`config.mk`:
```
export PLATFORM = sky130hd
export DESIGN_NAME = frame_bitmap_allocator
export DESIGN_NICKNAME = d
export VERILOG_FILES = /design/src/design/fba_pkg.sv /design/src/design/fba_ram.sv /design/src/design/frame_bitmap_allocator.sv
export VERILOG_INCLUDE_DIRS = /design/src /design/src/design
export SDC_FILE = /design/constraint.sdc
export NUM_CORES = 2
export LEC_CHECK = 0
export BUFFER_PORTS_ARGS = -buffer_cell sky130_fd_sc_hd__buf_2
export CAP_MARGIN = 20
export CORE_MARGIN = 5
export CORE_UTILIZATION = 55
export CTS_CLUSTER_DIAMETER = 120
export DETAILED_ROUTE_END_ITERATION = 10
export PLACE_DENSITY = 0.71
export SYNTH_ARGS = -nofsm -noshare
export SYNTH_HDL_FRONTEND = slang
export SYNTH_HIERARCHICAL = 1
export SYNTH_SLANG_ARGS = --single-unit
```
`constraint.sdc`:
```
create_clock -name i_clk -period 6.6 [get_ports i_clk]
set_input_delay 1.32 -clock i_clk [delete_from_list [all_inputs] [get_ports i_clk]]
set_output_delay 1.32 -clock i_clk [all_outputs]
set_load 0.02 [all_outputs]
```
`src/design/frame_bitmap_allocator_assert.svh`:
```
// ----------------------------------------------------------------------------
// Frame allocator assertion macros
// Shared forms for the concurrent checks of the frame allocator.
// ----------------------------------------------------------------------------
`ifndef FRAME_BITMAP_ALLOCATOR_ASSERT_SVH
`define FRAME_BITMAP_ALLOCATOR_ASSERT_SVH

// Check that is ignored while the synchronous reset is asserted.
`define FBA_ASSERT(label, prop, msg) \
    label: assert property (@(posedge i_clk) disable iff (!i_rst_n) prop) else $error(msg);

// Check that also holds on the reset edges themselves.
`define FBA_ASSERT_ALWAYS(label, prop, msg) \
    label: assert property (@(posedge i_clk) prop) else $error(msg);

`endif

```
`src/design/fba_pkg.sv`:
```
// ----------------------------------------------------------------------------
// Frame allocator package
// Command and status codes, and the sizing constants of the frame bitmap.
// ----------------------------------------------------------------------------
package fba_pkg;

    localparam int FRAMES_DEFAULT = 1024;
    localparam int FRAMES_MAX     = 4096;
    localparam int WORD_BITS      = 32;
    localparam int CHUNK_WORDS    = 16;
    localparam int IDX_W          = 12;
    localparam int CNT_W          = 13;

    typedef enum logic [1:0] {
        CMD_ALLOC = 2'd0,
        CMD_FREE  = 2'd1,
        CMD_TEST  = 2'd2,
        CMD_NOP   = 2'd3
    } t_cmd;

    typedef enum logic [1:0] {
        ST_OK    = 2'd0,
        ST_FULL  = 2'd1,
        ST_RANGE = 2'd2
    } t_status;

endpackage

```
`src/design/fba_ram.sv`:
```
// ----------------------------------------------------------------------------
// Generic single-port-write RAM
// One write port and one read port, read data registered.
// ----------------------------------------------------------------------------
module fba_ram #(
    parameter int WIDTH = 32,
    parameter int DEPTH = 32,
    parameter int AW    = (DEPTH > 1) ? $clog2(DEPTH) : 1
) (
    input  logic             i_clk,
    input  logic             i_we,
    input  logic [AW-1:0]    i_waddr,
    input  logic [WIDTH-1:0] i_wdata,
    input  logic             i_re,
    input  logic [AW-1:0]    i_raddr,
    output logic [WIDTH-1:0] o_rdata
);

    logic [WIDTH-1:0] r_mem [DEPTH];
    logic [WIDTH-1:0] r_rdata;

    always_ff @(posedge i_clk) begin
        if (i_we) begin
            r_mem[i_waddr] <= i_wdata;
        end
        if (i_re) begin
            r_rdata <= r_mem[i_raddr];
        end
    end

    assign o_rdata = r_rdata;

endmodule

```
`src/design/frame_bitmap_allocator.sv`:
```
// Allocate steps through the find, pick and modify states from the accepted beat
// to the result beat, free and test through read and modify, and the no-op and
// range or full rejections go straight to modify; modify waits for a free output.
// One request at a time: the next beat is taken once the result is in the output
// register. Allocate and free read-modify-write one 32-bit bitmap word in the RAM.
// Reset clears the word valid and word full bits at once: no clearing pass.
// ----------------------------------------------------------------------------
// Bitmap first-fit frame allocator
// Keeps one used bit per frame in a word RAM, grants the lowest free frame,
// frees and tests frames, and reports the free count with every result.
// ----------------------------------------------------------------------------
`include "frame_bitmap_allocator_assert.svh"

module frame_bitmap_allocator
    import fba_pkg::*;
#(
    parameter int FRAMES = FRAMES_DEFAULT
) (
    input  logic        i_clk,
    input  logic        i_rst_n,
    input  logic        i_s_tvalid,
    output logic        o_s_tready,
    input  logic [15:0] i_s_tdata,   // [11:0] frame_index, [15:12] zero
    input  logic [1:0]  i_s_tuser,   // [1:0] cmd
    output logic        o_m_tvalid,
    input  logic        i_m_tready,
    output logic [31:0] o_m_tdata,   // [11:0] frame_out, [12] in_use,
                                     // [25:13] free_count, [31:26] zero
    output logic [1:0]  o_m_tuser    // [1:0] status
);

    localparam int WORDS     = (FRAMES + WORD_BITS - 1) / WORD_BITS;
    localparam int WA        = (WORDS > 1) ? $clog2(WORDS) : 1;
    localparam int NCH       = (WORDS + CHUNK_WORDS - 1) / CHUNK_WORDS;
    localparam int CW        = (NCH > 1) ? $clog2(NCH) : 1;
    localparam int LAST_BITS = FRAMES - (WORDS - 1) * WORD_BITS;
    localparam logic [WORD_BITS-1:0] PAD =
        (LAST_BITS == WORD_BITS) ? '0 : ~((WORD_BITS'(1) << LAST_BITS) - WORD_BITS'(1));
    localparam logic [WA-1:0]    LAST_WORD = WA'(WORDS - 1);
    localparam logic [CNT_W-1:0] FRAMES_C  = CNT_W'(FRAMES);

    typedef enum logic [4:0] {
        S_IDLE = 5'b00001,
        S_FIND = 5'b00010,
        S_PICK = 5'b00100,
        S_READ = 5'b01000,
        S_MOD  = 5'b10000
    } t_state;

    t_state                 r_state;
    t_cmd                   r_cmd;
    logic [IDX_W-1:0]       r_idx;
    logic                   r_none;
    logic                   r_oor;
    logic [WA-1:0]          r_addr;
    logic [NCH-1:0]         r_chunk_free;
    logic [WORDS-1:0]       r_full;
    logic [WORDS-1:0]       r_wvalid;
    logic [CNT_W-1:0]       r_free_cnt;

    logic                   r_m_valid;
    t_status                r_m_status;
    logic [IDX_W-1:0]       r_m_frame;
    logic                   r_m_in_use;
    logic [CNT_W-1:0]       r_m_cnt;

    logic                   s_accept;
    t_cmd                   in_cmd;
    logic [IDX_W-1:0]       in_idx;
    logic                   out_free;
    logic                   commit;

    logic [NCH*CHUNK_WORDS-1:0] full_pad;
    logic [CW-1:0]          pick_chunk;
    logic [CHUNK_WORDS-1:0] pick_slice;
    logic [3:0]             pick_word;
    logic [WA-1:0]          pick_addr;

    logic                   ram_re;
    logic [WA-1:0]          ram_raddr;
    logic [WORD_BITS-1:0]   ram_rdata;
    logic                   ram_we;
    logic [WORD_BITS-1:0]   ram_wdata;

    logic [WORD_BITS-1:0]   cur_word;
    logic [4:0]             zero_bit;
    logic [4:0]             idx_bit;
    logic [WORD_BITS-1:0]   new_word;

    t_status                n_status;
    logic [IDX_W-1:0]       n_frame;
    logic                   n_in_use;
    logic [CNT_W-1:0]       n_cnt;
    logic                   n_full_set;
    logic                   n_full_clr;

    assign in_cmd   = t_cmd'(i_s_tuser);
    assign in_idx   = i_s_tdata[IDX_W-1:0];
    assign s_accept = i_s_tvalid && o_s_tready;
    assign out_free = !r_m_valid || i_m_tready;
    assign commit   = (r_state == S_MOD) && out_free;
    assign idx_bit  = r_idx[4:0];

    // Words past the end of the map count as full so the search skips them.
    always_comb begin
        full_pad = '1;
        full_pad[WORDS-1:0] = r_full;
    end

    // Second level of the search: first chunk with a free word, then the
    // first free word inside that chunk.
    always_comb begin
        pick_chunk = '0;
        for (int c = NCH - 1; c >= 0; c--) begin
            if (r_chunk_free[c]) begin
                pick_chunk = CW'(c);
            end
        end
        pick_slice = full_pad[pick_chunk*CHUNK_WORDS +: CHUNK_WORDS];
        pick_word  = '0;
        for (int j = CHUNK_WORDS - 1; j >= 0; j--) begin
            if (!pick_slice[j]) begin
                pick_word = 4'(j);
            end
        end
        pick_addr = WA'({pick_chunk, pick_word});
    end

    assign ram_re    = (r_state == S_PICK) || (r_state == S_READ);
    assign ram_raddr = (r_state == S_PICK) ? pick_addr : r_addr;

    // A word never written reads as all free; padding frames read as used.
    always_comb begin
        cur_word = r_wvalid[r_addr] ? ram_rdata : '0;
        if (r_addr == LAST_WORD) begin
            cur_word = cur_word | PAD;
        end
        zero_bit = '0;
        for (int b = WORD_BITS - 1; b >= 0; b--) begin
            if (!cur_word[b]) begin
                zero_bit = 5'(b);
            end
        end
    end

    always_comb begin
        n_status   = ST_OK;
        n_frame    = r_idx;
        n_in_use   = 1'b0;
        n_cnt      = r_free_cnt;
        new_word   = cur_word;
        ram_we     = 1'b0;
        n_full_set = 1'b0;
        n_full_clr = 1'b0;
        unique case (r_cmd)
            CMD_ALLOC: begin
                if (r_none) begin
                    n_status = ST_FULL;
                    n_frame  = '0;
                end else begin
                    new_word            = cur_word;
                    new_word[zero_bit]  = 1'b1;
                    n_frame             = IDX_W'({r_addr, zero_bit});
                    n_cnt               = r_free_cnt - CNT_W'(1);
                    ram_we              = commit;
                    n_full_set          = (new_word == '1);
                end
            end
            CMD_FREE: begin
                if (r_oor) begin
                    n_status = ST_RANGE;
                end else if (cur_word[idx_bit]) begin
                    new_word          = cur_word;
                    new_word[idx_bit] = 1'b0;
                    n_cnt             = r_free_cnt + CNT_W'(1);
                    ram_we            = commit;
                    n_full_clr        = 1'b1;
                end
            end
            CMD_TEST: begin
                if (r_oor) begin
                    n_status = ST_RANGE;
                end else begin
                    n_in_use = cur_word[idx_bit];
                end
            end
            CMD_NOP: begin
                n_status = ST_OK;
            end
        endcase
        ram_wdata = new_word;
    end

    always_ff @(posedge i_clk) begin
        if (!i_rst_n) begin
            r_state    <= S_IDLE;
            r_full     <= '0;
            r_wvalid   <= '0;
            r_free_cnt <= FRAMES_C;
            r_m_valid  <= 1'b0;
        end else begin
            if (commit) begin
                r_m_valid <= 1'b1;
            end else if (i_m_tready) begin
                r_m_valid <= 1'b0;
            end
            unique case (r_state)
                S_IDLE: begin
                    if (s_accept) begin
                        if (in_cmd == CMD_ALLOC && r_free_cnt != '0) begin
                            r_state <= S_FIND;
                        end else if ((in_cmd == CMD_FREE || in_cmd == CMD_TEST)
                                     && ({1'b0, in_idx} < FRAMES_C)) begin
                            r_state <= S_READ;
                        end else begin
                            r_state <= S_MOD;
                        end
                    end
                end
                S_FIND: begin
                    r_state <= S_PICK;
                end
                S_PICK: begin
                    r_state <= S_MOD;
                end
                S_READ: begin
                    r_state <= S_MOD;
                end
                S_MOD: begin
                    if (commit) begin
                        r_state    <= S_IDLE;
                        r_free_cnt <= n_cnt;
                        if (ram_we) begin
                            r_wvalid[r_addr] <= 1'b1;
                        end
                        if (n_full_set) begin
                            r_full[r_addr] <= 1'b1;
                        end
                        if (n_full_clr) begin
                            r_full[r_addr] <= 1'b0;
                        end
                    end
                end
                default: begin
                    r_state <= S_IDLE;
                end
            endcase
        end
    end

    // Payload registers: no reset needed.
    always_ff @(posedge i_clk) begin
        if (s_accept) begin
            r_cmd  <= in_cmd;
            r_idx  <= in_idx;
            r_none <= (r_free_cnt == '0);
            r_oor  <= ({1'b0, in_idx} >= FRAMES_C);
            r_addr <= WA'(in_idx >> 5);
        end else if (r_state == S_PICK) begin
            r_addr <= pick_addr;
        end
        if (r_state == S_FIND) begin
            for (int c = 0; c < NCH; c++) begin
                r_chunk_free[c] <= ~&full_pad[c*CHUNK_WORDS +: CHUNK_WORDS];
            end
        end
        if (commit) begin
            r_m_status <= n_status;
            r_m_frame  <= n_frame;
            r_m_in_use <= n_in_use;
            r_m_cnt    <= n_cnt;
        end
    end

    fba_ram #(
        .WIDTH (WORD_BITS),
        .DEPTH (WORDS),
        .AW    (WA)
    ) u_map_ram (
        .i_clk   (i_clk),
        .i_we    (ram_we),
        .i_waddr (r_addr),
        .i_wdata (ram_wdata),
        .i_re    (ram_re),
        .i_raddr (ram_raddr),
        .o_rdata (ram_rdata)
    );

    assign o_s_tready = (r_state == S_IDLE);
    assign o_m_tvalid = r_m_valid;
    assign o_m_tuser  = r_m_status;
    assign o_m_tdata  = {6'd0, r_m_cnt, r_m_in_use, r_m_frame};

    `FBA_ASSERT(a_cnt_bound, (r_free_cnt <= FRAMES_C), "free count above frame total")
    `FBA_ASSERT(a_we_in_mod, (ram_we |-> r_state == S_MOD), "bitmap write outside update")
    `FBA_ASSERT(a_find_alloc, ((r_state == S_FIND) |-> (r_cmd == CMD_ALLOC && !r_none)),
        "search started without a grantable allocate")
    `FBA_ASSERT(a_alloc_dec,
        ((commit && r_cmd == CMD_ALLOC && !r_none) |=> r_free_cnt == $past(r_free_cnt) - 1),
        "allocate did not lower the free count")
    `FBA_ASSERT_ALWAYS(a_rst_idle, (!i_rst_n |=> r_state == S_IDLE && !r_m_valid),
        "reset did not idle the allocator")

endmodule
```
==> qor.yml <==
grt_max_degree: 129
cts_sinks: 1190
yosys_warnings: 6
slew_headroom_pct: 21.29
dp_cells: 4494
min_period_ns: 5.490
fmax_mhz: 182.2
cts_tree: "done"
critPathKind: "reg -> reg"
synth_area_um2: 49670
synth_area_per_cell_um2: 14.80
via_per_inst: 6.432
synthArstFlopShare_pct: 0
grt_pass1_vias: 29830
synth.top_cell.area_share_pct: 66.63
cts_setup_buffers: 0
fin_setup_tns_ns: 0
nets: 3474
place_hpwl_mm: 76.02
critical_path_peak_fanout: 21
drt-initial-drc-count: 3274
grt.overflow.total: 0
cts_buffers: 115
p_leak_uw: 0.01986
hold_class: "reg -> reg"
instances_no_fill: 4715
timing_hold_violations_final: 0
cts.repair.resized: 0
synth_flop_cell: "edfxtp_1"
peakVddDrop_mv: 0.3469
worstMarginPinSlew_ns: 1.178
end_kind: "flip-flop"
die_y_um: 310.5
grt_pass1_wl_mm: 186.8
firstDrtPassIters: 9
synth.distinct_cells: 90
ant_nets: 0
setup_viol: 0
die_area_um2: 96410
path_clk_slew_ns: 0.06
synthToLayoutAreaGrowth_pct: 12.11
power-per-cell-area_nw_per_um2: 349.0
yosys.area.top_type: "edfxtp_1"
rsz0062_at_grt: "false"
cts_max_path_buffers: 3
drc: 0
required_ns: 6.99
slew_viol_final: 0
postRouteWirelength_mm: 126.2
ios: 58
ys_ff_latch: 1190
cts_hold_buf: 0
syn-instance-count: 3356
cts-root-buf: "clkbuf_16"
final_util_pct: 61.96
h-tree-depth: 3
cap_viol_max_count: 0
start_util_pct: 55.26
ys_seq_area_share_pct: 70.17
layout-drive-gt1-share_pct: 12.38
final_common_cell: "edfxtp_1"
io_buffer_count: 47
synth-edff-count: 1102
start_kind: "flip-flop"
period_share_pct: 83.18
fillers: 6518
multiInputGateArea_um2: 13890
core_area_um2: 89870
synth.area.top_cells: "edfxtp_1 (67%), mux2i_1 (11%), dfxtp_1 (3.5%)"
layout_common_cells: "edfxtp_1 (1102), mux2i_1 (526), nand2_1 (269)"
antenna_found_initial: 3
status: "complete, no violations"
clock_skew_ns: 0.07038
routabilityCongestion: 0.9832
clkLatencyLatePin_ns: 0.70
num_rows: 110
antenna_cells: 0
via_count: 30330
die_x_um: 310.5
routedWlPerCell_um: 26.76
regArea_um2: 34850
grt_use_total_pct: 25.31
cp_data_arrival_time_ns: 5.88
-- cell usage after synthesis (18+ instances only) --
library cell / count
a22oi_1: 100
dfxtp_1: 88
o31ai_1: 39
a31oi_1: 49
nand4_1: 27
o211ai_1: 41
edfxtp_1: 1102
nand3_1: 138
nor3_1: 61
o21ai_0: 54
buf_2: 61
mux2i_1: 526
a21oi_1: 125
a22o_1: 65
clkbuf_1: 76
nor2_1: 98
nand2_1: 271
buf_4: 44
inv_1: 39
and3_1: 21
o21ai_1: 39
nand2b_1: 18
-- through the flow --
step	power, µW	hold WS, ns	cell area, µm²	setup WS (ns)
2_1_floorplan	11720	0.4217	49690	1.410
3_3_place_gp	12970	0.4301	51740	0.9645
3_5_place_dp	13070	0.4381	51740	0.8095
4_1_cts	19400	0.4461	55410	0.8329
5_1_grt	20120	0.4707	55680	0.8098
6_report	19430	0.4430	55680	1.110
-- state kept, by name, indices dropped and copies added, names as in the netlist, 2 cells and up --
register and count:
u_map_ram/r_mem 1024, r_free_cnt 13, full_pad 32, u_map_ram/o_rdata 32, r_wvalid 32, o_m_tuser 2
r_cmd 2, r_state 5, r_chunk_free 2, r_m_cnt 13, r_idx 12, r_addr 5
r_m_frame 12
-- worst paths after layout --
| path | cells past startpoint | slack [ns] | startpoint | to |
|---|---|---|---|---|
| max | 12 | 1.11 | r_idx[0] | u_map_ram/r_mem[0][16] |
| min | 2 | 0.44 | r_wvalid[7] | r_wvalid[7] |
| max reg2reg | 12 | 1.11 | r_idx[0] | u_map_ram/r_mem[0][16] |
| min reg2reg | 2 | 0.44 | r_wvalid[7] | r_wvalid[7] |
-- where the power goes --
group / internal, µW / leakage (µW) / switching [µW]
Clock: 3640 / 0.00179 / 2730
Sequential: 8750 / 0.0108 / 67.3
Combinational: 1420 / 0.00729 / 2830
Total: 13800 / 0.0199 / 5630
-- worst max-delay path, cell delays in order, from the launching register on --
cell and delay, ns:
edfxtp_1 0.73, inv_1 0.17, nand2_1 0.35, nor3_1 0.15, a2111oi_0 0.55, o221ai_1 0.30
nor4_4 0.51, and3_1 0.51, o21ai_2 0.18, inv_1 0.16, or3b_2 0.70, nor2_4 0.57
buf_12 0.28
-- cells by family after synthesis --
| logic type | synth area share (%) |
|---|---|
| fa+ha+maj | 0.1763 |
| mux | 10.99 |
| buf+inv | 2.665 |
| flops | 70.17 |
| compound gates | 8.668 |
| other cells | 0.007550 |
| simple gates | 7.288 |
| xor+xnor | 0.03527 |
-- area by class of cell --
class	instances	area share, %
well taps	1176	2.643
inverters	42	0.2831
clock buffers	148	5.445
clock inverters	63	1.155
repair buffers	179	2.944
flip-flops and latches	1190	62.59
multi-input cells	1917	24.94
-- layer usage --
metal | track usage [%] | vias to the layer above | share of wire [%] | routed length [µm]
met5 | 0 | - | 0.012 | 15
met4 | 8.267 | 4 | 3.3 | 4132
met3 | 3.732 | 266 | 8.4 | 10630
met2 | 41.64 | 1497 | 48 | 60150
met1 | 35.27 | 15220 | 41 | 51260
li1 | - | 13350 | - | -
Power figures use the tool's default switching activity.
